`src/sv/f2gpd_pkg.sv`:
```
package f2gpd_pkg;

    localparam int MAX_INDIVIDUALS = 256;
    localparam int MAX_MARKERS     = 1024;
    localparam int PROB_FRAC_BITS  = 15;

    localparam int IND_W   = $clog2(MAX_INDIVIDUALS);
    localparam int MRK_W   = $clog2(MAX_MARKERS);
    localparam int ADDR_W  = IND_W + MRK_W;
    localparam int PROB_W  = 16;
    localparam int ENTRY_W = 3 * PROB_W + 1;

    localparam int CFG_IND_W = 9;
    localparam int CFG_MRK_W = 11;
    localparam int CNT_W     = 11;

    // Sum of one marker is below 16 * 2^(2*FRAC); over all markers add MRK_W bits.
    localparam int PROD_W = 2 * PROB_W + 1;
    localparam int SUM_W  = 2 * PROB_FRAC_BITS + 4 + MRK_W;
    localparam int ROOT_IN_W = 2 * PROB_FRAC_BITS + 2;

    localparam logic [PROB_W-1:0] PROB_ONE = PROB_W'(1 << PROB_FRAC_BITS);

    localparam logic [0:0] OP_WRITE = 1'b0;
    localparam logic [0:0] OP_QUERY = 1'b1;

    localparam logic [0:0] REG_INDIVIDUALS = 1'b0;
    localparam logic [0:0] REG_MARKERS     = 1'b1;

    typedef struct packed {
        logic [PROB_W-1:0] p1;
        logic [PROB_W-1:0] p2;
        logic [PROB_W-1:0] p3;
        logic              miss;
    } entry_t;

    typedef struct packed {
        logic start;
        logic busy;
        logic done;
    } unit_ctl_t;

endpackage

```
`src/sv/f2gpd_mac.sv`:
```
// One shared multiplier, driven through seven product terms per marker.
module f2gpd_mac (
    input  logic                         aclk,
    input  logic                         clear,
    input  logic                         acc_en,
    input  logic [2:0]                   term,
    input  f2gpd_pkg::entry_t            ent_a,
    input  f2gpd_pkg::entry_t            ent_b,
    output logic [f2gpd_pkg::SUM_W-1:0]  sum
);

    logic [f2gpd_pkg::PROB_W-1:0] op_x, op_y;
    logic                         dbl;
    logic [f2gpd_pkg::PROD_W-1:0] prod;
    logic [f2gpd_pkg::SUM_W-1:0]  sum_reg;

    always_comb begin
        op_x = ent_a.p1;
        op_y = ent_b.p1;
        dbl  = 1'b0;
        case (term)
            3'd0: begin op_x = ent_a.p1; op_y = ent_b.p1; dbl = 1'b1; end
            3'd1: begin op_x = ent_a.p2; op_y = ent_b.p2; dbl = 1'b1; end
            3'd2: begin op_x = ent_a.p3; op_y = ent_b.p3; dbl = 1'b1; end
            3'd3: begin op_x = ent_a.p1; op_y = ent_b.p2; end
            3'd4: begin op_x = ent_b.p1; op_y = ent_a.p2; end
            3'd5: begin op_x = ent_a.p2; op_y = ent_b.p3; end
            3'd6: begin op_x = ent_b.p2; op_y = ent_a.p3; end
            default: begin op_x = '0; op_y = '0; end
        endcase
        prod = f2gpd_pkg::PROD_W'(op_x * op_y) << dbl;
    end

    always_ff @(posedge aclk) begin
        if (clear) begin
            sum_reg <= '0;
        end else if (acc_en) begin
            sum_reg <= sum_reg + f2gpd_pkg::SUM_W'(prod);
        end
    end

    assign sum = sum_reg;

endmodule

```
`config.mk`:
```
export PLATFORM = sky130hd
export DESIGN_NAME = f2gpd_mac
export DESIGN_NICKNAME = d
export VERILOG_FILES = /design/src/sv/f2gpd_pkg.sv /design/src/sv/f2gpd_mac.sv
export SDC_FILE = /design/constraint.sdc
export NUM_CORES = 1
export LEC_CHECK = 0
export BUFFER_PORTS_ARGS = -buffer_cell sky130_fd_sc_hd__buf_2
export CAP_MARGIN = 30
export CORE_MARGIN = 2
export CORE_UTILIZATION = 25
export CTS_CLUSTER_DIAMETER = 60
export DETAILED_ROUTE_END_ITERATION = 12
export GPL_TIMING_DRIVEN = 0
export PLACE_DENSITY = 0.48
export SYNTH_ARGS = -nofsm -noshare
export SYNTH_HDL_FRONTEND = slang
export SYNTH_SLANG_ARGS = --single-unit
```
`constraint.sdc`:
```
create_clock -name aclk -period 10.2 [get_ports aclk]
set_clock_uncertainty 0.05 [all_clocks]
set_input_delay 1.53 -clock aclk [delete_from_list [all_inputs] [get_ports aclk]]
set_output_delay 1.53 -clock aclk [all_outputs]
set_load 0.01 [all_outputs]
```
### After elaboration in Yosys (flattened, before gate mapping)

Index checks and enable logic that the tools add are counted.

* register bits after elaboration: 44

* add/sub/neg operators: 1
* equality and inequality tests: 6
* shift operators: 1
* multipliers: 1
* reduce and logical (&&, ||, !) cells: 6
* muxes and demuxes: 3

Operators with widths (number)
* 16-bit case mux with 5 select lines: 2
* 44-bit by 33-bit adder with 44-bit output: 1
* 32-bit by 1-bit left shift with 33-bit output: 1
* 16-bit by 16-bit multiplier with 32-bit output: 1
* 3-bit equality test (second input constant): 3
* 2-bit OR reduction: 4
* 3-bit by 2-bit equality test with 1-bit output (second input constant): 2
* 3-bit by 1-bit equality test with 1-bit output (second input constant): 1
* 3-bit zero test: 1
* 3-bit OR reduction: 1
* 1-bit two-way mux: 1

### Depth between registers and ports, before layout

Gate-level depths: netlist (run 1).

* word-level depth: 6
* gate-level depth with buffers: 40

### Worst setup path before layout (run 1)

OpenSTA, ideal clock, no wires.

* path type: input to register
* start point: in term[2]
* end point: reg sum_reg (netlist bit sum[42])
* buffers on the path: 5
* arrival: 10636 ps
* slack: -610 ps
* cell stages on the path: 38
* library setup time: 123 ps
* cell sequence: clkbuf_1 -> nor3b_1 -> clkbuf_1 -> buf_1 -> a22oi_1 -> nand3_1 -> clkbuf_1 -> nand2_1 -> fa_1 -> inv_1 -> fa_1 -> inv_1 -> fa_1 -> inv_1 -> fa_1 -> fa_1 -> inv_1 -> fa_1 -> (+2 left out) -> and2_4 -> a221o_1 -> a221o_1 -> o21ai_1 -> or4b_4 -> nand2_1 -> xor2_1 -> mux2i_1 -> ha_1 -> clkbuf_1 -> a21oi_1 -> a21oi_1 -> nand2_1 -> nand2_1 -> a32oi_1 -> a311o_1 -> a211oi_1 -> mux2_1

* longest elaborated chain between the ends: 6
* elaborated cells between the ends (all ways): 18

RTL lines
* start, declared: RTL line f2gpd_mac.sv:6 `input logic [2:0] term,`
* 3-bit equality test (tied with other cells): RTL line f2gpd_mac.sv:21 `case (term)`
* 2-bit OR reduction (no line)
* 16-bit case mux with 5 select lines: RTL line f2gpd_mac.sv:21
* 16-bit by 16-bit multiplier with 32-bit output: RTL line f2gpd_mac.sv:31 `prod = f2gpd_pkg::PROD_W'(op_x * op_y) << dbl;`
* 32-bit by 1-bit left shift with 33-bit output *: RTL line f2gpd_mac.sv:31
* 44-bit by 33-bit adder with 44-bit output *: RTL line f2gpd_mac.sv:38 `sum_reg <= sum_reg + f2gpd_pkg::SUM_W'(prod);`
* end signal, assigned: RTL line f2gpd_mac.sv:38
* end, declared: RTL line f2gpd_mac.sv:15 `logic [f2gpd_pkg::SUM_W-1:0] sum_reg;`

Every way passes the cells marked *; elsewhere a longest branch is shown, timed or not.
A chain may end at the register's enable or synchronous reset.

### Worst setup path in the final report (run 1)

* start point: in term[1]
* end point: reg sum_reg (netlist bit sum[42])

The elaborated chain is that of the path after synthesis.

==> results.md, run 1 <==
- Total Nets Final: 2,348
- F_max: 98.52 MHz
- Pre-antenna DRT Iters: 4
- Synthesis-stage register bit count: 44
- WP data required: 10.36 ns
- CP max stage delay: 0.54 ns
- Syn_nets: 2,120
- Worst hold margin: 0.4483 ns
- Max_cap viols: 0
- Detail Placement HPWL: 39,120 um
- Yosys warns: 0
- Fraction of layout instances using a drive strength above 1: 22.51%
- Tightest Pin Transition: 0.9224 ns
- I/O Buffers: 143
- Critical path type: in -> reg
- Dpl cells: 2,519
- CTS buffer count: 5
- Area growth from synthesis to layout: 27.36%
- Sequential cell area: 880.8 sq um
- Final hold vios: 0
- Initial core utilization: 25.39%
- Die Y: 235.5 um
- Post-synth EDFFs: 0
- Syn Inst Count: 1,681
- Via Count: 12,640
- FP Rows: 84
- Drt first-iter violations: 738
- Initial antenna violation count: 0
- Final Cell Area: 17,060 sq um
- Max transition margin: 38.51%
- Residual DRC: 0
- Vias in the first global route: 12,980
- Min Clock Period, post-route: 10.15 ns
- Hold Path Class: reg -> reg
- GPL Wtd Cong: 0.8761
- Clock tree from TritonCTS: yes
- Worst skew pair latency: 0.31 ns
- Async SR Flop Fraction: 0%
- Drt wl/cell: 18.25 um
- Top_reg_cell synth: dfxtp_1
- Global-route wire length before repair: 74,380 um
- Syn avg cell area: 7.969 sq um
- Antenna viol nets, final: 0
- Fin cells: 2,598
- TritonCTS Sinks: 44
- GRT Util Overall: 16.85%
- RSZ-0062 raised after global routing: true
- Full die area: 55,450 sq um
- Worst Path Arrival: 10.31 ns
- Clock transition at the registers of the reported paths: 0.07 ns
- CTS root buffer: clkbuf_16
- Crit-path most repeated cell: fa_1
- Part of the cycle the worst path needs: 99.51%
- Vias/cell: 4.864
- Status: complete, no violations
- Post-placement cell area: 15,110 sq um
- Hold buffer count at CTS: 0
- Fillers: 5,660
- Worst setup EP type: flop
- Clock Path Buffers: 2
- Core Region: 52,760 sq um
- Mapped Area: 13,400 sq um
- Critical Path Start Type: input port
- Crit path max fanout: 10
- Sequential area share after synthesis: 6.576%
- Cell variety after synth: 67
- Die width: 235.5 um
- Antenna fix cells: 0
- Setup Viol. Count Final: 0
- H-tree depth: 2
- Max FFs per register: 44
- GRT overflow: 0
- Ports: 148
- Pin count of the biggest net entering global routing: 16
- Highest-delay cell along the critical path: fa_1
- Multi-input logic area: 12,170 sq um
- Slew Limit Fails: 0
- DRT Wirelength: 47,410 um
## stage by stage
step / TNS (ns) / utilization (%) / setup slack (ns)
final: 0 / 32.33 / 0.04967
after CTS: -0.2088 / 30.95 / -0.07332
after detailed placement: -33.91 / 28.64 / -1.780
after global routing: -1.244 / 32.33 / -0.2236
after global placement: -38.58 / 28.52 / -1.879
after floorplan: 0 / - / 0.05249
## final timing paths
| kind | start | endpoint | slack, ns | cells past startpoint |
|---|---|---|---|---|
| min reg2reg | sum[43] | sum[43] | 0.45 | 2 |
| max | term[1] | sum[42] | 0.05 | 37 |
| min | sum[43] | sum[43] | 0.45 | 2 |
| max reg2reg | sum[0] | sum[42] | 6.83 | 10 |
## metal layers
| metal | part of all wire, % | vias up | track usage, % |
|---|---|---|---|
| met4 | 1.6 | 0 | 3.185 |
| li1 | - | 6034 | - |
| met3 | 5.5 | 35 | 2.122 |
| met1 | 47 | 6210 | 23.34 |
| met5 | 0 | - | 0 |
| met2 | 46 | 358 | 28.22 |
## worst max-delay path: cells and delay by family
family,cells,cell delay [ns]
AOI/OAI and AO/OA,12,3.03
buffers and inverters,8,0.81
adders and majority gates,8,3.51
and+or+nand+nor,7,0.88
muxes,1,0.32
xor gates and xnor gates,1,0.23
## cell usage after synthesis, drive strengths merged, types with 3 or more instances
| cell type | number | area [sq um] |
|---|---|---|
| xor2 | 25 | 219.0 |
| a221oi | 3 | 26.28 |
| a211oi | 10 | 80.07 |
| ha | 140 | 1752 |
| o21ai | 36 | 180.2 |
| clkbuf | 62 | 232.7 |
| nor2 | 192 | 720.7 |
| xnor2 | 28 | 245.2 |
| a21oi | 100 | 500.5 |
| or3 | 5 | 31.28 |
| a221o | 19 | 190.2 |
| a211o | 7 | 61.31 |
| nor4 | 3 | 18.77 |
| a22oi | 29 | 217.7 |
| a22o | 16 | 140.1 |
| nor2b | 24 | 150.1 |
| o2111ai | 7 | 61.31 |
| a311oi | 5 | 43.79 |
| a31oi | 12 | 90.09 |
| nor3b | 9 | 67.56 |
| or3b | 3 | 26.28 |
| nand4 | 11 | 68.82 |
| mux2 | 9 | 101.4 |
| nand2b | 16 | 100.1 |
| o21a | 10 | 75.07 |
| fa | 195 | 3904 |
| nand2 | 213 | 799.5 |
| and2 | 9 | 58.81 |
| mux2i | 27 | 270.3 |
| or2 | 8 | 50.05 |
| nand3 | 25 | 125.1 |
| o21bai | 4 | 30.03 |
| nor3 | 11 | 55.05 |
| inv | 251 | 942.2 |
| buf | 4 | 15.01 |
| dfxtp | 44 | 880.8 |
| a21boi | 6 | 45.04 |
| and3 | 9 | 56.30 |
| o22ai | 4 | 25.02 |
| o31ai | 3 | 22.52 |
| a21o | 53 | 400.4 |
| o211ai | 5 | 37.54 |
| and4 | 8 | 70.07 |
## cells by family after synthesis
logic type	Yosys count	synth area share, %
simple gates	552	18.30
compound gates	344	17.78
fa+ha+maj	335	42.22
buf+inv	317	8.883
xor+xnor	53	3.465
flops	44	6.576
mux	36	2.774
## layout by cell type, fill, tap and decap left out, types with 19 or more instances in the layout
cell type,netlist,layout
a21o_1,51,37
a21oi_1,100,68
a21oi_4,0,21
a221o_1,19,19
a22oi_1,29,29
buf_2,0,141
buf_4,0,84
dfxtp_1,44,44
fa_1,195,190
ha_1,140,123
inv_1,251,246
mux2i_1,27,27
nand2_1,213,202
nand3_1,25,19
nor2_1,192,184
nor2b_1,24,21
o21ai_0,33,29
xnor2_1,28,27
xor2_1,25,23
## layout make-up
class | count | share of cell area [%]
Tap cell | 688 | 5.046
Clock inverter | 3 | 0.2787
Timing Repair Buffer | 240 | 9.234
Clock buffer | 5 | 0.7334
Multi-Input combinational cell | 1320 | 71.31
Inverter | 251 | 5.523
Sequential cell | 44 | 5.163
Buffer | 47 | 2.714
## timing repair
item	4_1_cts	5_1_grt
buffers inserted	49	40
resized for setup	157	115
endpoints found under the setup margin	26	22
pin swaps	23	54
endpoints found under the hold margin	0	0
cloned	0	2
Power of run 1 is left out: the tool's default activity adds up to more than one toggle a clock period on the data nets, which glitch-free logic cannot reach.
==> run 2, diff against run 1 <==
Settings changed: REMOVE_ABC_BUFFERS set to 1.
==> results.md, run 2 (synthesis results as in run 1) <==
- Fraction of layout instances using a drive strength above 1: 22.94% (was 22.51%)
- Critical path type: in -> reg (unchanged)
- Final setup TNS: -0.05409 ns (was 0 ns)
- Leading cell type in the layout, fill and taps excluded: inv_1 (unchanged)
- Ports: 148 (unchanged)
- Dpl cells: 2,473 (was 2,519)
- Highest-delay cell along the critical path: fa_2 (was fa_1)
- Final core occ: 31.89% (was 32.33%)
- Core Region: 52,760 sq um (unchanged)
- GRT Util Overall: 15.75% (was 16.85%)
- DRT Wirelength: 44,290 um (was 47,410 um)
- Critical path startpoint: term[2] (was term[1])
- WP data required: 10.34 ns (was 10.36 ns)
- RSZ-0062 raised after global routing: true (unchanged)
- TritonCTS Sinks: 44 (unchanged)
- Detail Placement HPWL: 35,390 um (was 39,120 um)
- CTS root buffer: clkbuf_16 (unchanged)
- Full die area: 55,450 sq um (unchanged)
- Total Nets Final: 2,308 (was 2,348)
- CP max stage delay: 0.56 ns (was 0.54 ns)
- Tightest Pin Transition: 0.6302 ns (was 0.9224 ns)
- Fillers: 5,663 (was 5,660)
- Die width: 235.5 um (unchanged)
- RR Startpoint: sum[0] (unchanged)
- Final Cell Area: 16,830 sq um (was 17,060 sq um)
- Hold buffer count at CTS: 0 (unchanged)
- Multi-input logic area: 12,250 sq um (was 12,170 sq um)
- Die Y: 235.5 um (unchanged)
- H-tree depth: 2 (unchanged)
- Setup Viol. Count Final: 2 (was 0)
- Most frequent cells in the layout: inv_1 (244), nand2_1 (206), fa_1 (188), nor2_1 (183), buf_2 (142) (was inv_1 (246), nand2_1 (202), fa_1 (190), nor2_1 (184), buf_2 (141))
- Initial core utilization: 25.39% (unchanged)
- I/O Buffers: 145 (was 143)
- Via Count: 12,510 (was 12,640)
- Crit path max fanout: 8 (was 10)
- Initial antenna violation count: 0 (unchanged)
- Worst setup EP type: flop (unchanged)
- Pre-antenna DRT Iters: 5 (was 4)
- Buf/Inv on CP: 9 (was 8)
- Hold Path Origin: sum[21] (was sum[43])
- Part of the cycle the worst path needs: 100.3% (was 99.51%)
- Global-route wire length before repair: 70,380 um (was 74,380 um)
- F_max: 97.74 MHz (was 98.52 MHz)
- FP Rows: 84 (unchanged)
- Post-placement cell area: 15,080 sq um (was 15,110 sq um)
- Worst Hold Depth: 2 (unchanged)
- Drt first-iter violations: 802 (was 738)
- GRT overflow: 0 (unchanged)
- Max_cap viols: 0 (unchanged)
- Max transition margin: 57.99% (was 38.51%)
- Min Clock Period, post-route: 10.23 ns (was 10.15 ns)
- Area growth from synthesis to layout: 25.61% (was 27.36%)
- CTS buffer count: 5 (unchanged)
- Slew Limit Fails: 0 (unchanged)
- Final hold vios: 0 (unchanged)
- Pin count of the biggest net entering global routing: 46 (was 16)
- Residual DRC: 0 (unchanged)
- Failing checks: negative setup slack
- Clock tree from TritonCTS: yes (unchanged)
- Fin cells: 2,558 (was 2,598)
- Reg2Reg Depth: 10 (unchanged)
- Final WS setup: -0.03137 ns (was 0.04967 ns)
- Clock transition at the registers of the reported paths: 0.07 ns (about the same)
- Vias/cell: 4.892 (was 4.864)
- CP delay by family, top: adder cells (unchanged)
- Crit-path most repeated cell: fa_1 (unchanged)
- Hold Path Class: reg -> reg (unchanged)
- Critical Path Start Type: input port (unchanged)
- Clock Path Buffers: 2 (unchanged)
- Worst skew pair latency: 0.31 ns (about the same)
- Max FFs per register: 44 (unchanged)
- GPL Wtd Cong: 0.8700 (was 0.8761)
- Worst Path Arrival: 10.37 ns (was 10.31 ns)
- Drt wl/cell: 17.31 um (was 18.25 um)
- Status: finished with violations (was complete, no violations)
- Sequential cell area: 880.8 sq um (unchanged)
- Antenna viol nets, final: 0 (unchanged)
- Vias in the first global route: 12,780 (was 12,980)
- Antenna fix cells: 0 (unchanged)
- Stages on worst setup path: 36 (was 37)
run 2: final timing paths:
check | endpoint | slack (ns)
setup reg to reg | sum[42] | 6.91
hold reg to reg | sum[21] | 0.45
hold / removal | sum[21] | 0.45
setup / recovery | sum[42] | -0.03
run 2: per-stage QoR:
| step | hold WS [ns] | setup slack [ns] |
|---|---|---|
| 2_1_floorplan | 0.4462 | -1.229 |
| 3_3_place_gp | 0.4238 | -3.693 |
| 3_5_place_dp | 0.4275 | -1.863 |
| 4_1_cts | 0.4408 | 0.002167 |
| 5_1_grt | 0.4857 | -0.2782 |
| 6_report | 0.4453 | -0.03137 |
run 2: layer usage:
metal / vias to the layer above / global-route usage, % / routed length [um] / part of all wire (%)
li1: 5961 / - / - / -
met1: 6114 / 21.07 / 19750 / 45
met2: 385 / 26.04 / 20370 / 46
met3: 53 / 3.166 / 3078 / 6.9
met4: 0 / 3.744 / 1096 / 2.5
met5: - / 0 / 0 / 0
run 2: layout make-up:
cell class                 instances  share of cell area (%)
timing repair buffer             247                   10.37
clock buffer                       7                  0.8477
sequential                        44                   5.235
clock inverter                     1                 0.04462
tap                              688                   5.116
multi-input combinational       1320                   72.79
inverter                         251                   5.599
run 2: tightest hold or removal path, stage by stage, from the launching register on:
cell and delay (ns):
dfxtp_1 0.33, nand2b_1 0.07, a21oi_1 0.05
run 2: what timing repair did:
item	4_1_cts	5_1_grt
pin swaps	35	43
gates resized for setup	119	95
setup buffers	50	27
setup endpoints to repair	26	23
cloned	0	1
Power of run 2 is left out for the same reason.
==> run 3, diff against run 2 <==
Settings changed: CTS_BUF_LIST set to sky130_fd_sc_hd__clkbuf_16.
==> results.md, run 3 (synthesis results as in run 1) <==
- Status: finished with violations (unchanged)
- Failing checks: negative setup slack (unchanged)
- Hold Path Class: reg -> reg (unchanged)
- WP data required: 10.34 ns (about the same)
- Core Region: 52,760 sq um (unchanged)
- GPL Wtd Cong: 0.8700 (unchanged)
- H-tree depth: 2 (unchanged)
- Vias in the first global route: 12,780 (about the same)
- CTS buffer count: 5 (unchanged)
- Worst Path Arrival: 10.37 ns (about the same)
- Initial antenna violation count: 0 (unchanged)
- Min Clock Period, post-route: 10.23 ns (about the same)
- Drt first-iter violations: 748 (was 802)
- RR Startpoint: sum[0] (unchanged)
- Final hold vios: 0 (unchanged)
- Full die area: 55,450 sq um (unchanged)
- Fillers: 5,666 (was 5,663)
- Leading cell type in the layout, fill and taps excluded: inv_1 (unchanged)
- Slew Limit Fails: 0 (unchanged)
- Clock transition at the registers of the reported paths: 0.07 ns (about the same)
- Setup WS pre-CTS: -1.863 ns (unchanged)
- Tightest Pin Transition: 0.6422 ns (was 0.6302 ns)
- Worst hold margin: 0.4454 ns (was 0.4453 ns)
- Area growth from synthesis to layout: 25.54% (was 25.61%)
- Crit path max fanout: 8 (unchanged)
- Clock Path Buffers: 2 (unchanged)
- Dpl cells: 2,473 (unchanged)
- GRT Util Overall: 15.75% (unchanged)
- Max transition margin: 57.18% (was 57.99%)
- Detail Placement HPWL: 35,390 um (unchanged)
- Fin cells: 2,558 (unchanged)
- TritonCTS Sinks: 44 (unchanged)
- Critical Path Start Type: input port (unchanged)
- Highest-delay cell along the critical path: fa_2 (unchanged)
- F_max: 97.78 MHz (was 97.74 MHz)
- Drt wl/cell: 17.32 um (was 17.31 um)
- Antenna viol nets, final: 0 (unchanged)
- Vias/cell: 4.900 (was 4.892)
- Global-route wire length before repair: 70,390 um (was 70,380 um)
- Max FFs per register: 44 (unchanged)
- Post-placement cell area: 15,080 sq um (unchanged)
- DRT Wirelength: 44,310 um (was 44,290 um)
- Worst setup EP type: flop (unchanged)
- CP max stage delay: 0.56 ns (about the same)
- RSZ-0062 raised after global routing: true (unchanged)
- Die width: 235.5 um (unchanged)
- Pin count of the biggest net entering global routing: 46 (unchanged)
- GRT overflow: 0 (unchanged)
- Antenna fix cells: 0 (unchanged)
- Via Count: 12,540 (was 12,510)
- Hold buffer count at CTS: 0 (unchanged)
- Residual DRC: 0 (unchanged)
- I/O Buffers: 145 (unchanged)
- Worst skew pair latency: 0.31 ns (about the same)
- Critical path startpoint: term[2] (unchanged)
- Crit-path most repeated cell: fa_1 (unchanged)
- FP Rows: 84 (unchanged)
- Setup Viol. Count Final: 2 (unchanged)
- Clock tree from TritonCTS: yes (unchanged)
- Final WS setup: -0.02755 ns (was -0.03137 ns)
- Fraction of layout instances using a drive strength above 1: 22.89% (was 22.94%)
- Initial core utilization: 25.39% (unchanged)
- CTS root buffer: clkbuf_16 (unchanged)
- Most frequent cells in the layout: inv_1 (245), nand2_1 (206), fa_1 (188), nor2_1 (183), buf_2 (142) (was inv_1 (244), nand2_1 (206), fa_1 (188), nor2_1 (183), buf_2 (142))
- Critical path type: in -> reg (unchanged)
- Final Cell Area: 16,820 sq um (was 16,830 sq um)
- Total Nets Final: 2,308 (unchanged)
- Part of the cycle the worst path needs: 100.3% (about the same)
- Die Y: 235.5 um (unchanged)
- Pre-antenna DRT Iters: 5 (unchanged)
- Max_cap viols: 0 (unchanged)
- Hold Path Origin: sum[21] (unchanged)
- Ports: 148 (unchanged)
-- run 3: changes by cell type in the layout (fill, tap and decap cells not counted) --
cell,delta
clkbuf_8,-1
clkinv_1,+1
clkbuf_1,-1
inv_1,+1
-- run 3: metrics by stage --
| stage | utilization (%) | setup TNS (ns) |
|---|---|---|
| final | 31.87 | -0.04356 |
| after CTS | 30.71 | 0 |
| after global placement | 27.93 | -102.72 |
| after floorplan | - | -20.31 |
| after detailed placement | 28.59 | -35.04 |
| after global routing | 31.87 | -2.428 |
-- run 3: worst paths after layout --
path | to | slack (ns) | depth (start not counted)
min | sum[21] | 0.45 | 2
max reg2reg | sum[42] | 6.90 | 10
min reg2reg | sum[21] | 0.45 | 2
max | sum[42] | -0.03 | 36
-- run 3: metal layers --
metal | global-route usage, % | part of all wire (%) | vias to the layer above
met1 | 21.08 | 44 | 6112
met2 | 26.03 | 46 | 410
li1 | - | - | 5961
met3 | 3.166 | 7.1 | 52
met4 | 3.744 | 2.5 | 0
met5 | 0 | 0 | -
-- run 3: cell type report --
type | count | area, sq um | share of cell area [%]
Inverter | 251 | 942.2 | 5.603
Tap cell | 688 | 860.8 | 5.119
Timing Repair Buffer | 247 | 1744 | 10.37
Clock buffer | 5 | 125.1 | 0.7440
Multi-Input combinational cell | 1320 | 12250 | 72.83
Clock inverter | 3 | 15.01 | 0.08929
Sequential cell | 44 | 880.8 | 5.238
-- run 3: timing repair --
item,in CTS,in global routing
gates resized for setup,119,95
buffers inserted,50,27
endpoints found under the setup margin,26,23
cloned,0,1
pin swaps,35,43
-- run 3: worst max-delay path, delay by kind of cell --
kind            cells  cell delay [ns]
compound gates      9             2.51
xor+xnor            1             0.09
fa+ha+maj           8             3.50
buf+inv             9             0.87
mux                 2             0.62
simple gates        7             1.23
Power of run 3 is left out for the same reason.
