**config.mk**
```make
export PLATFORM = sky130hd
export DESIGN_NAME = f2gpd_divsqrt
export DESIGN_NICKNAME = d
export VERILOG_FILES = /design/src/sv/f2gpd_pkg.sv /design/src/sv/f2gpd_divsqrt.sv
export SDC_FILE = /design/constraint.sdc
export NUM_CORES = 1
export LEC_CHECK = 0
export BUFFER_PORTS_ARGS = -buffer_cell sky130_fd_sc_hd__clkbuf_2
export CORE_MARGIN = 2
export CORE_UTILIZATION = 35
export DETAILED_ROUTE_END_ITERATION = 16
export PLACE_DENSITY = 0.53
export SYNTH_ARGS = -nofsm -noshare
export SYNTH_HDL_FRONTEND = slang
export SYNTH_SLANG_ARGS = --single-unit
```
**constraint.sdc**
```tcl
create_clock -name aclk -period 10.7 [get_ports aclk]
set_clock_uncertainty 0.1 [all_clocks]
set_input_delay 0 -clock aclk [delete_from_list [all_inputs] [get_ports aclk]]
set_output_delay 0 -clock aclk [all_outputs]
set_load 0.03 [all_outputs]
```
**src/sv/f2gpd_pkg.sv**
```systemverilog
package f2gpd_pkg;

    localparam int MAX_INDIVIDUALS = 256;
    localparam int MAX_MARKERS     = 1024;
    localparam int PROB_FRAC_BITS  = 15;

    localparam int IND_W   = $clog2(MAX_INDIVIDUALS);
    localparam int MRK_W   = $clog2(MAX_MARKERS);
    localparam int ADDR_W  = IND_W + MRK_W;
    localparam int PROB_W  = 16;
    localparam int ENTRY_W = 3 * PROB_W + 1;

    localparam int CFG_IND_W = 9;
    localparam int CFG_MRK_W = 11;
    localparam int CNT_W     = 11;

    // Sum of one marker is below 16 * 2^(2*FRAC); over all markers add MRK_W bits.
    localparam int PROD_W = 2 * PROB_W + 1;
    localparam int SUM_W  = 2 * PROB_FRAC_BITS + 4 + MRK_W;
    localparam int ROOT_IN_W = 2 * PROB_FRAC_BITS + 2;

    localparam logic [PROB_W-1:0] PROB_ONE = PROB_W'(1 << PROB_FRAC_BITS);

    localparam logic [0:0] OP_WRITE = 1'b0;
    localparam logic [0:0] OP_QUERY = 1'b1;

    localparam logic [0:0] REG_INDIVIDUALS = 1'b0;
    localparam logic [0:0] REG_MARKERS     = 1'b1;

    typedef struct packed {
        logic [PROB_W-1:0] p1;
        logic [PROB_W-1:0] p2;
        logic [PROB_W-1:0] p3;
        logic              miss;
    } entry_t;

    typedef struct packed {
        logic start;
        logic busy;
        logic done;
    } unit_ctl_t;

endpackage

```
**src/sv/f2gpd_divsqrt.sv**
```systemverilog
// Restoring divider followed by a bit-pair square root, one step a cycle.
module f2gpd_divsqrt (
    input  logic                          aclk,
    input  logic                          aresetn,
    input  logic                          start,
    input  logic [f2gpd_pkg::SUM_W-1:0]   sum,
    input  logic [f2gpd_pkg::CNT_W-1:0]   count,
    output logic                          done,
    output logic [f2gpd_pkg::PROB_W-1:0]  root
);

    localparam int SW = f2gpd_pkg::SUM_W;
    localparam int DW = f2gpd_pkg::CNT_W + 1;
    localparam int RW = f2gpd_pkg::ROOT_IN_W;
    localparam int HW = RW / 2;
    localparam logic [RW-1:0] ONE_SQ = RW'(1) << (2 * f2gpd_pkg::PROB_FRAC_BITS);

    localparam logic [1:0] ST_IDLE = 2'd0;
    localparam logic [1:0] ST_DIV  = 2'd1;
    localparam logic [1:0] ST_SQRT = 2'd2;
    localparam logic [1:0] ST_DONE = 2'd3;

    logic [1:0]       state_reg, state_next;
    logic [6:0]       step_reg, step_next;
    logic [SW-1:0]    quo_reg, quo_next;
    logic [DW:0]      rem_reg, rem_next;
    logic [DW-1:0]    den_reg, den_next;
    logic [RW-1:0]    rad_reg, rad_next;
    logic [HW+1:0]    srem_reg, srem_next;
    logic [HW-1:0]    res_reg, res_next;

    logic [DW:0]      shifted;
    logic [HW+1:0]    trial;
    logic [HW+1:0]    stry;

    always_comb begin
        state_next = state_reg;
        step_next  = step_reg;
        quo_next   = quo_reg;
        rem_next   = rem_reg;
        den_next   = den_reg;
        rad_next   = rad_reg;
        srem_next  = srem_reg;
        res_next   = res_reg;
        shifted    = '0;
        trial      = '0;
        stry       = '0;
        unique case (state_reg)
            ST_IDLE: begin
                if (start) begin
                    quo_next   = sum;
                    rem_next   = '0;
                    den_next   = {count, 1'b0};
                    step_next  = 7'(SW - 1);
                    state_next = ST_DIV;
                end
            end
            ST_DIV: begin
                shifted  = {rem_reg[DW-1:0], quo_reg[SW-1]};
                quo_next = {quo_reg[SW-2:0], 1'b0};
                if (shifted >= {1'b0, den_reg}) begin
                    rem_next    = shifted - {1'b0, den_reg};
                    quo_next[0] = 1'b1;
                end else begin
                    rem_next = shifted;
                end
                if (step_reg == '0) begin
                    if (quo_next >= SW'(ONE_SQ)) begin
                        rad_next = '0;
                    end else begin
                        rad_next = ONE_SQ - RW'(quo_next);
                    end
                    srem_next  = '0;
                    res_next   = '0;
                    step_next  = 7'(HW - 1);
                    state_next = ST_SQRT;
                end else begin
                    step_next = step_reg - 7'd1;
                end
            end
            ST_SQRT: begin
                stry     = {srem_reg[HW-1:0], rad_reg[RW-1:RW-2]};
                trial    = {res_reg, 2'b01};
                rad_next = {rad_reg[RW-3:0], 2'b00};
                if (stry >= trial) begin
                    srem_next = stry - trial;
                    res_next  = {res_reg[HW-2:0], 1'b1};
                end else begin
                    srem_next = stry;
                    res_next  = {res_reg[HW-2:0], 1'b0};
                end
                if (step_reg == '0) begin
                    state_next = ST_DONE;
                end else begin
                    step_next = step_reg - 7'd1;
                end
            end
            ST_DONE: begin
                state_next = ST_IDLE;
            end
            default: state_next = ST_IDLE;
        endcase
    end

    always_ff @(posedge aclk) begin
        if (!aresetn) begin
            state_reg <= ST_IDLE;
        end else begin
            state_reg <= state_next;
        end
        step_reg <= step_next;
        quo_reg  <= quo_next;
        rem_reg  <= rem_next;
        den_reg  <= den_next;
        rad_reg  <= rad_next;
        srem_reg <= srem_next;
        res_reg  <= res_next;
    end

    assign done = (state_reg == ST_DONE);
    // The root of a value up to one in Q2.30 fits 16 bits at this precision.
    assign root = (HW > f2gpd_pkg::PROB_W && |res_reg[HW-1:f2gpd_pkg::PROB_W-1] &&
                   res_reg > HW'(16'hFFFF)) ? 16'hFFFF : f2gpd_pkg::PROB_W'(res_reg);

endmodule

```
### Yosys cells after proc, flatten, opt, wreduce, memory -nomap -nowiden

Cells that the tools add are included.

| word-level totals | value |
|---|---|
| bits in registers | 140 |
| input port bits | 58 |
| output and inout port bits | 17 |
| word-level logic and storage cells | 56 |

| cells by class | value |
|---|---|
| add/sub/neg operators | 4 |
| order comparisons | 3 |
| equality and inequality tests | 7 |
| muxes and demuxes | 24 |
| reductions and logical operators | 10 |

Operators with widths:

| cell | count |
|---|---|
| $pmux 44 s2 | 1 |
| $mux 32 | 2 |
| $pmux 16 s2 | 2 |
| $pmux 32 s2 | 1 |
| $mux 16 | 3 |
| $ge 44x31->1 const B | 1 |
| $mux 44 | 1 |
| $sub 31x32->32 const A | 1 |
| $mux 12 | 2 |
| $pmux 12 s2 | 1 |
| $mux 7 | 3 |
| $pmux 7 s3 | 1 |
| $ge 18x18->1 | 1 |
| $sub 16x16->16 | 1 |
| $ge 13x12->1 | 1 |
| $sub 12x12->12 | 1 |
| $ne 2x2->1 const B | 4 |
| $pmux 2 s4 | 1 |
| $logic_not 7->1 | 1 |
| $sub 7x1->7 const B | 1 |
| $mux 2 | 3 |
| $reduce_and 2->1 | 3 |
| $reduce_and 3->1 | 2 |
| $eq 2x2->1 const B | 2 |
| other kinds (5) | 8 |

### Depth between registers and ports, before layout

Gate-level depths: netlist of the first run.

| depth | value |
|---|---|
| word-level depth | 7 |
| mapped depth | 17 |
| gate-level depth less buffers | 16 |

### Least setup slack after synthesis of the first run

OpenSTA, ideal clock, no wires.

| timing path | value |
|---|---|
| path kind | flip-flop to flip-flop |
| from | register state_reg[0] |
| to | register rad_reg[0], enable pin |
| setup time | 575 ps |
| arrival | 5621 ps |
| required time | 10025 ps |
| path slack | 4404 ps |
| stages on the path, launching flop included | 7 |
| buffers on the path | 2 |
| period minus slack after synthesis | 6296 ps |
| cell sequence | dfxtp_1 > inv_1 > ha_1 > clkbuf_1 > inv_1 > clkbuf_1 > o21ai_0 |

| between the ends | value |
|---|---|
| word-level cells in the longest chain between the ends | 3 |
| elaborated cells on any way between the ends | 5 |
| classes of those cells | 3 x eq/ne; 2 x reduce/logical |

RTL lines:

| item | RTL line | RTL |
|---|---|---|
| from (decl) | f2gpd_divsqrt.sv:23 | `logic [1:0] state_reg, state_next;` |
| from (signal assigned) | f2gpd_divsqrt.sv:109 | `state_reg <= state_next;` |
| $eq 2x1->1 or $eq 2x2->1 (tied branches) | f2gpd_divsqrt.sv:48 | `unique case (state_reg)` |
| $ne 2x2->1 (no source line) or $reduce_bool 2->1 (tied branches) | -- |  |
| $reduce_and 2->1 (no source line) (*) | -- |  |
| to (signal assigned) | f2gpd_divsqrt.sv:115 | `rad_reg <= rad_next;` |
| to (decl) | f2gpd_divsqrt.sv:28 | `logic [RW-1:0] rad_reg, rad_next;` |

Every way passes the cells marked *; elsewhere a longest branch is shown, timed or not.
A chain may end at the register's enable or synchronous reset.

### Worst setup path in the final report of the first run

| timing path | value |
|---|---|
| from | register rem_reg[0] |
| to | register rad_reg[28] (data pin) |

| between the ends | value |
|---|---|
| word-level cells in the longest chain between the ends | 7 |
| elaborated cells on any way between the ends | 8 |
| classes of those cells | 1 x add/sub; 2 x order compare; 5 x mux |

RTL lines:

| item | RTL line | RTL |
|---|---|---|
| from (decl) | f2gpd_divsqrt.sv:26 | `logic [DW:0] rem_reg, rem_next;` |
| from (signal assigned) | f2gpd_divsqrt.sv:113 | `rem_reg <= rem_next;` |
| $ge 13x12->1 (*) | f2gpd_divsqrt.sv:61 | `if (shifted >= {1'b0, den_reg}) begin` |
| $mux 1 (*) | f2gpd_divsqrt.sv:61 |  |
| $mux 1 (*) | f2gpd_divsqrt.sv:48 |  |
| $ge 44x31->1 or $sub 31x32->32 (tied branches) | f2gpd_divsqrt.sv:68, f2gpd_divsqrt.sv:71 |  |
| $mux 32 (*) | f2gpd_divsqrt.sv:68 | `if (quo_next >= SW'(ONE_SQ)) begin` |
| $mux 32 (*) | f2gpd_divsqrt.sv:67 | `if (step_reg == '0) begin` |
| $pmux 32 s2 (*) | f2gpd_divsqrt.sv:48 |  |
| named net rad_next[28] | f2gpd_divsqrt.sv:28 |  |

The timed path passes the listed nets; every way through them passes the cells marked *. The select of a mux whose other input is x is not followed.

==> reports/metrics.yaml, run 1 <==
status:
  status: "completed"
worst_setup_path:
  setup.worst_path.start_class: "register"
  crit_arrival_ns: 4.64
  path_class: "reg2reg"
  worstSetupEndpointType: "register"
  worstPathMaxFanout: 13
  cp.required_ns: 10.75
cts:
  clk_pin_slew_ns: 0.06
  clock_path_buffers: 2
  tritoncts: "yes"
  cts.sinks: 140
  root_buffer: "clkbuf_16"
  clk_latency_ns: 0.42
  cts_buffers: 17
  cts_max_level: 4
  ctsResizeCount: 0
grt:
  grt_pass1_wl_um: 28400
  antenna_found_initial: 0
  first_global_vias: 5826
  grt_overflow: 0
  gr-usage-all-layers: 0.148
  grt_max_degree: 65
place:
  place.port_buffers: 74
  hpwl_um: 11100
  place_congestion: 0.872
timing:
  fin_setup_tns_ns: 0
  rsz0062_at_grt: "no"
  finalCriticalPeriod_ns: 4.59
  fin_crit_sh: 0.429
  maxSlewViolCount: 0
  relSlewSlack: 0.241
  fmaxAchievable_ghz: 0.218
  setup_viol: 0
  tightest_slew_ns: 1.13
  finalHoldViolCount: 0
worst_hold_path:
  hold_path.class: "in2reg"
floorplanning:
  die_h_um: 153
  floorplan.rows: 54
  start_util: 0.357
  die_area_um2: 23500
  die_w_um: 153
  core-area_um2: 21800
  pin_count: 75
synthesis:
  synth_top_area_frac: 0.532
  synth_top_area_cell: "edfxtp_1"
  async_reset_ff_frac: 0
  synth_ff_type: "edfxtp_1"
  ys_warn_count: 0
  ys_ff_latch: 140
  syn-num-nets: 788
  synth_cells: 694
  ys_seq_area_frac: 0.537
  synth_area_leaders: "edfxtp_1, mux2_2, ha_1, xnor2_1, nand2_1"
  synth.distinct_cells: 61
  netlist_area_um2: 7780
  synth_edf_count: 138
  syn_avg_cell_area_um2: 11.2
power_and_ir_drop:
  power_density_nw_per_um2: 264
  ir_drop_uv: 117
  cellLeakagePower_uw: 0.00370
layout:
  final_util: 0.444
  largest_reg_flops: 44
  nFillCells: 2042
  multi_input_area_um2: 3350
  n_antenna_cell: 0
  drive_above_1_share: 0.196
  areaGrowthSynthToFinish_pct: 24.4
  seq_area_um2: 4180
  nNetsFinal: 917
detailed_routing:
  vias: 5591
  ant_nets: 0
  drt_iter0_drc: 313
  drt-wirelength-per-cell_um: 15.0
  drt_first_pass_iters: 4
  drt_wl_total_um: 16800
  viasPerCell: 5.01
  route.detailed.drc: 0
run:
  maxCapViolations: 0
## synth_stat cells (2+ instances only)
library cell	n
edfxtp_1	138
a21o_1	7
nor4_1	16
nand3_1	19
nand2_1	65
or3_1	5
nand2b_1	8
nor2b_1	6
a21oi_1	28
o31ai_1	7
o21a_1	9
o211a_1	3
xnor2_1	28
ha_1	35
o21ai_0	45
xor2_1	18
nand4_1	7
a31oi_1	2
dfxtp_1	2
a221o_1	2
a22o_1	2
or2_2	2
clkbuf_1	16
and3_1	3
mux2_2	44
a32o_1	3
mux2i_1	6
nor3_1	11
or4_1	5
o22ai_1	4
and2_1	6
inv_1	42
a21boi_0	5
a211oi_1	5
buf_2	3
buf_1	5
nor2_1	58
## cell families after synthesis
family	count (synthesis)	share of synthesized area
AND/OR/NAND/NOR	219	0.136
flip-flops	140	0.537
AO/OA/AOI/OAI	135	0.111
buffers and inverters	68	0.0338
multiplexers	50	0.0714
XOR/XNOR	46	0.0518
adder cells (fa/ha/maj)	36	0.0588
## final cells by class
type | instances | area share
Sequential cell | 140 | 0.432
Multi-Input combinational cell | 486 | 0.346
Timing Repair Buffer | 135 | 0.100
Clock buffer | 18 | 0.0443
Tap cell | 280 | 0.0362
Clock inverter | 14 | 0.0248
Inverter | 43 | 0.0167
## metrics by stage
stage               setup WS (ns)  hold slack, ns  total power (µW)  instance area, µm²  cells
finish                       6.11          0.0739              2560                9690   1116
global route                 5.65           0.134              2730                9690   1116
CTS                          6.10          0.0768              2580                9690   1116
detailed placement           6.13          0.0786              1870                8460   1028
global placement             6.27          0.0769              1850                8460   1028
floorplan                    4.40        -0.00113              1650                7780    694
## placed cells by master (no fill, tap or decap), drive strengths merged, types with 7 or more instances in the layout
cell type and instances:
mux2 44, nor2 58, nand2 66, nand2b 8, edfxtp 138, a21o 7
xor2 18, inv 45, o21a 9, a21oi 28, nand4 7, o21ai 46
ha 35, nand3 20, dlygate4sd3 56, nor4 16, o31ai 7, xnor2 28
nor3 12, clkbuf 92
## critical path, cell delays in order, from the launching register on
cell      delay (ns)
edfxtp_1        0.38
inv_1           0.07
ha_1            0.18
fa_1            0.20
nand2b_1        0.15
a21oi_1         0.12
o21ai_1         0.29
a2111o_1        0.50
nand2_2         0.28
inv_2           0.29
ha_1            0.23
nand2b_1        0.13
nor4_1          0.62
nand3_1         0.26
nor3_1          0.25
xor2_1          0.18
o31ai_1         0.08
## timing repair
action	CTS	global route
hold buffers	56	0
buffers inserted	0	0
hold endpoints to repair	57	0
## report_power, final
part           total [µW]  internal [µW]  switching, µW
Clock                 678            439            240
Sequential            981            853            127
Combinational         896            365            531
## path summary, 6_finish.rpt
| check | to | slack, ns | from | cells past startpoint |
|---|---|---|---|---|
| max | rad_reg[28] | 6.11 | rem_reg[0] | 16 |
| min | state_reg[1] | 0.07 | start | 5 |
| max reg2reg | rad_reg[28] | 6.11 | rem_reg[0] | 16 |
| min reg2reg | rad_reg[3] | 0.42 | rad_reg[1] | 2 |
## metal layers
layer  vias up  track usage  part of all wire
li1       2811            -                 -
met1      2653        0.193              0.48
met2       110        0.244              0.47
met3        17       0.0371             0.035
met4         0       0.0454             0.014
met5         -            0                 0
Power figures use the tool's default switching activity.
==> run 2: changes to the inputs <==
--- a/config.mk
+++ b/config.mk
@@ -5,11 +5,12 @@
 export SDC_FILE = /design/constraint.sdc
 export NUM_CORES = 1
 export LEC_CHECK = 0
+export ABC_AREA = 1
 export BUFFER_PORTS_ARGS = -buffer_cell sky130_fd_sc_hd__clkbuf_2
 export CORE_MARGIN = 2
 export CORE_UTILIZATION = 35
 export DETAILED_ROUTE_END_ITERATION = 16
-export PLACE_DENSITY = 0.53
+export PLACE_DENSITY = 0.55
 export SYNTH_ARGS = -nofsm -noshare
 export SYNTH_HDL_FRONTEND = slang
 export SYNTH_SLANG_ARGS = --single-unit
==> constraint.sdc (replaced) <==
create_clock -name aclk -period 3.8 [get_ports aclk]
set_clock_uncertainty 0.1 [all_clocks]
set_input_delay 0 -clock aclk [delete_from_list [all_inputs] [get_ports aclk]]
set_output_delay 0 -clock aclk [all_outputs]
set_load 0.03 [all_outputs]
==> reports/metrics.yaml, run 2 <==
layout:
  instances_no_fill: 1448  # was 1116
  drive_above_1_share: 0.121  # was 0.196
  seq_area_um2: 4180  # unchanged
  layout_common_cells: "nand2_1, inv_1, edfxtp_1"  # was edfxtp_1, clkbuf_2, nand2_1
  areaGrowthSynthToFinish_pct: 23.2  # was 24.4%
  multi_input_area_um2: 3420  # was 3350 µm²
  nFillCells: 2366  # was 2042
  nNetsFinal: 1210  # was 917
  final_common_cell: "nand2_1"  # was edfxtp_1
  n_antenna_cell: 0  # unchanged
  largest_reg_flops: 44  # unchanged
timing:
  finalHoldViolCount: 0  # unchanged
  finalCriticalPeriod_ns: 3.09  # was 4.59 ns
  fin_crit_sh: 0.814  # was 0.429
  fin_ws_ns: 0.706  # was 6.11 ns
  fin_setup_tns_ns: 0  # unchanged
  tightest_slew_ns: 0.738  # was 1.13 ns
  maxSlewViolCount: 0  # unchanged
  rsz0062_at_grt: "no"  # unchanged
  relSlewSlack: 0.506  # was 0.241
  fmaxAchievable_ghz: 0.323  # was 0.218 GHz
  setup_viol: 0  # unchanged
detailed_routing:
  routed.top_layer: "met4"  # unchanged
  drt-wirelength-per-cell_um: 13.4  # was 15.0 µm
  met3_length_um: 591  # was 587 µm
  drt_wl_total_um: 19400  # was 16800 µm
  route.detailed.drc: 0  # unchanged
  drt_iter0_drc: 432  # was 313
  viasPerCell: 4.70  # was 5.01
  vias: 6800  # was 5591
  wl_met1_um: 9470  # was 8010 µm
  wl_met2_um: 9080  # was 7960 µm
  ant_nets: 0  # unchanged
  drt_first_pass_iters: 5  # was 4
worst_setup_path:
  crit_arrival_ns: 3.17  # was 4.64 ns
  worstSetupEndpointType: "register"  # unchanged
  cp.required_ns: 3.88  # was 10.75 ns
  path_class: "reg2reg"  # unchanged
  worstPathMaxFanout: 6  # was 13
  setup.worst_path.start_class: "register"  # unchanged
cts:
  ctsResizeCount: 0  # unchanged
  clk_pin_slew_ns: 0.07  # was 0.06 ns
  cts.sinks: 140  # unchanged
  cts_max_level: 4  # unchanged
  root_buffer: "clkbuf_16"  # unchanged
  clock_path_buffers: 2  # unchanged
  cts_hold_buf: 57  # was 56
  postCtsSetupRepairBufs: 0  # unchanged
  tritoncts: "yes"  # unchanged
  cts_buffers: 17  # unchanged
  clk_latency_ns: 0.43  # was 0.42 ns
synthesis:
  synth_top_area_cell: "edfxtp_1"  # unchanged
  async_reset_ff_frac: 0  # unchanged
  syn-num-nets: 1077  # was 788
  ys_seq_area_frac: 0.508  # was 0.537
  syn_avg_cell_area_um2: 8.38  # was 11.2 µm²
  yosys-top-cells-count: "nand2_1, inv_1, edfxtp_1"  # was edfxtp_1, nand2_1, nor2_1
  ys_warn_count: 0  # unchanged
  synth_area_leaders: "edfxtp_1, nand2_1, inv_1, ha_1, o21ai_0"  # was edfxtp_1, mux2_2, ha_1, xnor2_1, nand2_1
  netlist_area_um2: 8240  # was 7780 µm²
  synth.distinct_cells: 40  # was 61
  synth_cells: 983  # was 694
  synth_ff_type: "edfxtp_1"  # unchanged
  synth_edf_count: 138  # unchanged
  ys_ff_latch: 140  # unchanged
  synth_most_common_cell: "nand2_1"  # was edfxtp_1
  synth_top_area_frac: 0.503  # was 0.532
power_and_ir_drop:
  cellLeakagePower_uw: 0.00459  # was 0.00370 µW
  ir_drop_uv: 467  # was 117 µV
  power_density_nw_per_um2: 895  # was 264 nW/µm²
grt:
  antenna_found_initial: 0  # unchanged
  grt_max_degree: 72  # was 65
  grt_overflow: 0  # unchanged
  gr-usage-all-layers: 0.167  # was 0.148
  first_global_vias: 6573  # was 5826
  grt_pass1_wl_um: 32300  # was 28400 µm
floorplanning:
  start_util: 0.354  # was 0.357
  die_w_um: 157  # was 153 µm
  die_area_um2: 24800  # was 23500 µm²
  core-area_um2: 23300  # was 21800 µm²
  floorplan.rows: 56  # was 54
  die_h_um: 157  # was 153 µm
  pin_count: 75  # unchanged
run:
  maxCapViolations: 0  # unchanged
place:
  hpwl_um: 13700  # was 11100 µm
  place_inst: 1359  # was 1028
  place_congestion: 0.879  # was 0.872
  place.port_buffers: 74  # unchanged
  pre_cts_ws_ns: 0.702  # was 6.13 ns
worst_hold_path:
  hold_path.class: "in2reg"  # unchanged
status:
  status: "completed"  # unchanged
## run 2: kinds of logic (layout without fill, tap and decap cells)
logic type,count (synthesis),after routing,share of synthesized area
compound gates,132,132,0.0847
fa+ha+maj,36,36,0.0556
simple gates,481,481,0.246
xor+xnor,25,25,0.0266
flops,140,140,0.508
buf+inv,169,315,0.0799
## run 2: layout make-up
type	instances	share of cell area
clock inverters	13	0.0131
clock buffers	19	0.0436
inverters	144	0.0535
multi-input cells	674	0.337
repair buffers	139	0.101
flip-flops and latches	140	0.412
well taps	319	0.0393
## run 2: where the power goes
part | internal (µW) | total (µW) | switching, µW
Combinational | 1420 | 4330 | 2900
Clock | 932 | 1630 | 693
Sequential | 2720 | 3130 | 419
## run 2: per-stage QoR
stage	hold WS [ns]	cell area, µm²	util	power (µW)
2_1_floorplan	-0.00113	8250	-	6370
3_3_place_gp	0.0779	9000	0.387	7440
4_1_cts	0.171	10200	0.436	9190
6_report	0.183	10200	0.436	9090
3_5_place_dp	0.0786	9000	0.387	7480
5_1_grt	0.175	10200	0.436	9920
## run 2: per-layer routing
layer  track usage  vias to the layer above
li1              -                     3499
met1         0.225                     3158
met2         0.271                      125
met3        0.0311                       18
met4        0.0502                        0
met5             0                        -
## run 2: path summary, 6_finish.rpt
path | end | depth (start not counted) | slack (ns) | startpoint
setup / recovery | rad_reg[22] | 16 | 0.71 | rem_reg[5]
hold reg to reg | rad_reg[31] | 2 | 0.42 | rad_reg[29]
setup reg to reg | rad_reg[22] | 16 | 0.71 | rem_reg[5]
hold / removal | den_reg[2] | 2 | 0.18 | count[1]
## run 2: critical path: stages (launching register included)
cell and delay (ns):
edfxtp_1 0.40, ha_1 0.37, nand2_1 0.10, nand2_1 0.07, a21oi_1 0.13, nand2_1 0.13, nand2_2 0.11, nand2_2 0.06
inv_1 0.15, ha_1 0.18, nand2_1 0.08, nor3_2 0.23, nand3_1 0.18, nor2_2 0.24, a21oi_1 0.09, o21ai_0 0.17
nand2_1 0.06
==> run 3: changes to the inputs <==
--- a/config.mk
+++ b/config.mk
@@ -5,7 +5,7 @@
 export SDC_FILE = /design/constraint.sdc
 export NUM_CORES = 1
 export LEC_CHECK = 0
-export ABC_AREA = 1
+export ABC_AREA = 0
 export BUFFER_PORTS_ARGS = -buffer_cell sky130_fd_sc_hd__clkbuf_2
 export CORE_MARGIN = 2
 export CORE_UTILIZATION = 35
==> constraint.sdc (replaced) <==
create_clock -name aclk -period 2.8 [get_ports aclk]
set_clock_uncertainty 0.1 [all_clocks]
set_input_delay 0 -clock aclk [delete_from_list [all_inputs] [get_ports aclk]]
set_output_delay 0 -clock aclk [all_outputs]
set_load 0.03 [all_outputs]
==> reports/metrics.yaml, run 3 (synthesis results as in run 1) <==
power_and_ir_drop:
  power_density_nw_per_um2: 1000  # was 895 nW/µm²
  p_int_uw: 6650  # was 5070 µW
  pwr-share-seq: 0.358  # was 0.345
  cellLeakagePower_uw: 0.00400  # was 0.00459 µW
  total_power_uw: 10300  # was 9090 µW
  swShare: 0.353  # was 0.442
  ir_drop_uv: 449  # was 467 µV
  pwr-share-comb: 0.413  # was 0.476
  power.net_switching_uw: 3630  # was 4020 µW
  power_frac_clock: 0.229  # was 0.179
timing:
  finalCriticalPeriod_ns: 3.08  # was 3.09 ns
  maxSlewViolCount: 0  # unchanged
  fin_crit_sh: 1.10  # was 0.814
  rsz0062_at_grt: "yes"  # was no
  setup_viol: 17  # was 0
  holdWs_ns: 0.0816  # was 0.183 ns
  tightest_slew_ns: 1.19  # was 0.738 ns
  finalHoldViolCount: 0  # unchanged
  relSlewSlack: 0.204  # was 0.506
  fin_ws_ns: -0.282  # was 0.706 ns
  fmaxAchievable_ghz: 0.324  # was 0.323 GHz
detailed_routing:
  drt_first_pass_iters: 4  # was 5
  drt_iter0_drc: 357  # was 432
  vias: 5854  # was 6800
  viasPerCell: 4.99  # was 4.70
  ant_nets: 0  # unchanged
  drt-wirelength-per-cell_um: 14.9  # was 13.4 µm
  route.detailed.drc: 0  # unchanged
  met3_length_um: 478  # was 591 µm
  wl_met2_um: 8250  # was 9080 µm
  routed.top_layer: "met4"  # unchanged
  drt_wl_total_um: 17500  # was 19400 µm
  wl_met1_um: 8430  # was 9470 µm
cts:
  cts.sinks: 140  # unchanged
  clk_latency_ns: 0.42  # was 0.43 ns
  cts_buffers: 17  # unchanged
  clock_path_buffers: 2  # unchanged
  root_buffer: "clkbuf_16"  # unchanged
  tritoncts: "yes"  # unchanged
  clk_pin_slew_ns: 0.06  # was 0.07 ns
  cts_max_level: 4  # unchanged
layout:
  areaGrowthSynthToFinish_pct: 32.1  # was 23.2%
  instances_no_fill: 1173  # was 1448
  drive_above_1_share: 0.278  # was 0.121
  n_antenna_cell: 0  # unchanged
  largest_reg_flops: 44  # unchanged
  final_common_cell: "edfxtp_1"  # was nand2_1
  final_util: 0.471  # was 0.436
  final_area_um2: 10300  # was 10200 µm²
  nNetsFinal: 975  # was 1210
  nFillCells: 2006  # was 2366
  layout_common_cells: "edfxtp_1, clkbuf_2, nand2_1"  # was nand2_1, inv_1, edfxtp_1
floorplanning:
  die_h_um: 153  # was 157 µm
  core-area_um2: 21800  # was 23300 µm²
  start_util: 0.357  # was 0.354
  die_area_um2: 23500  # was 24800 µm²
  floorplan.rows: 54  # was 56
  die_w_um: 153  # was 157 µm
  pin_count: 75  # unchanged
place:
  placed_cell_area_um2: 8960  # was 9000 µm²
  place.port_buffers: 74  # unchanged
  place_inst: 1079  # was 1359
  place_congestion: 0.813  # was 0.879
  hpwl_um: 11600  # was 13700 µm
grt:
  first_global_vias: 5711  # was 6573
  grt_pass1_wl_um: 28700  # was 32300 µm
  antenna_found_initial: 0  # unchanged
  grt_max_degree: 65  # was 72
  gr-usage-all-layers: 0.153  # was 0.167
  grt_overflow: 0  # unchanged
worst_hold_path:
  hold_path.class: "in2reg"  # unchanged
  hold-path-cell-count: 5  # was 2
  hold_end: "state_reg[1]"  # was den_reg[2]
  min-delay-start: "start"  # was count[1]
status:
  status: "complete, but fails checks"  # was completed
  violations: "negative setup slack"
worst_setup_path:
  crit_arrival_ns: 3.22  # was 3.17 ns
  slowest_delay_ns: 0.46  # was 0.40 ns
  rr_worst_depth: 15  # was 16
  path_cells: "buf_4 -> ha_1 -> nand4_1 -> or3_1 -> a2111o_1 -> nand2_2 -> inv_2 -> ha_4 -> nand2b_4 -> nor4_4 -> buf_4 -> nand3_4 -> nor3_2 -> xor2_1 -> o31ai_1"  # was ha_1 -> nand2_1 -> nand2_1 -> a21oi_1 -> nand2_1 -> nand2_2 -> nand2_2 -> inv_1 -> ha_1 -> nand2_1 -> nor3_2 -> nand3_1 -> nor2_2 -> a21oi_1 -> o21ai_0 -> nand2_1
  r2r_end: "rad_reg[28]"  # was rad_reg[22]
  setup.worst_path.start_class: "register"  # unchanged
  cp.required_ns: 2.94  # was 3.88 ns
  regToRegSetupSlack_ns: -0.28  # was 0.71 ns
  path_common_cell: "buf_4"  # was nand2_1
  reg2reg_from: "rem_reg[1]"  # was rem_reg[5]
  path_class: "reg2reg"  # unchanged
  worstSetupEndpointType: "register"  # unchanged
  worstPathMaxFanout: 3  # was 6
  crit_slowest_cell: "a2111o_1"  # was edfxtp_1
run:
  maxCapViolations: 0  # unchanged
run 3: cell types whose count changed in the layout (fill, tap and decap cells not counted), sizes merged, moves of 22 or more:
cell	before	now
buf	8	63
inv	149	43
mux2	0	44
nand2	270	66
nand3	67	20
nor2	108	58
o21ai	78	46
xnor2	6	28
run 3: critical path: cells and delay by family, from the launching register on:
kind                     cells  cell delay (ns)
buffers and inverters        3             0.38
AO/OA/AOI/OAI                2             0.66
AND/OR/NAND/NOR              7             0.77
flip-flops                   1             0.40
XOR/XNOR                     1             0.14
adder cells (fa/ha/maj)      2             0.44
run 3: power by group through the flow:
stage / Sequential [µW] / Clock (µW) / Combinational, µW
after floorplan: 3710 / 0 / 2720
after global placement: 3700 / 0 / 4060
after global routing: 3770 / 2500 / 4720
after detailed placement: 3710 / 0 / 4070
final: 3680 / 2360 / 4240
after CTS: 3680 / 2420 / 4210
run 3: through the flow:
step	setup slack [ns]	setup TNS [ns]
after floorplan	-0.342	-2.75
after global placement	-0.252	-2.06
after detailed placement	-0.317	-2.53
after CTS	-0.221	-1.93
after global routing	-0.434	-5.38
final	-0.282	-2.73
run 3: cell type report:
| cell class | instances | area, µm² | share of cell area |
|---|---|---|---|
| Timing Repair Buffer | 193 | 1450 | 0.141 |
| Tap cell | 280 | 350 | 0.0341 |
| Clock inverter | 12 | 173 | 0.0168 |
| Inverter | 43 | 161 | 0.0157 |
| Clock buffer | 19 | 433 | 0.0421 |
| Sequential cell | 140 | 4180 | 0.407 |
| Multi-Input combinational cell | 486 | 3530 | 0.344 |
run 3: how the worst max path moves through the flow:
| stage | startpoint | to | slack [ns] | depth (start not counted) |
|---|---|---|---|---|
| after floorplan | rem_reg[0] | rad_reg[18] | -0.34 | 17 |
| after global placement | rem_reg[0] | rad_reg[18] | -0.25 | 16 |
| final | rem_reg[1] | rad_reg[28] | -0.28 | 15 |
| after global routing | rem_reg[0] | rad_reg[28] | -0.43 | 17 |
| after detailed placement | rem_reg[0] | rad_reg[18] | -0.32 | 16 |
| after CTS | rem_reg[0] | rad_reg[18] | -0.22 | 16 |
run 3: metal layers:
layer	vias up	GRT usage
li1	2933	-
met1	2796	0.207
met2	103	0.247
met3	22	0.0306
met4	0	0.0529
met5	-	0
run 3: timing repair:
action	4_1_cts	5_1_grt
buffers inserted	3	5
hold buffers	56	0
pin swaps	6	10
resized for setup	9	20
endpoints found under the setup margin	24	42
endpoints found under the hold margin	57	0
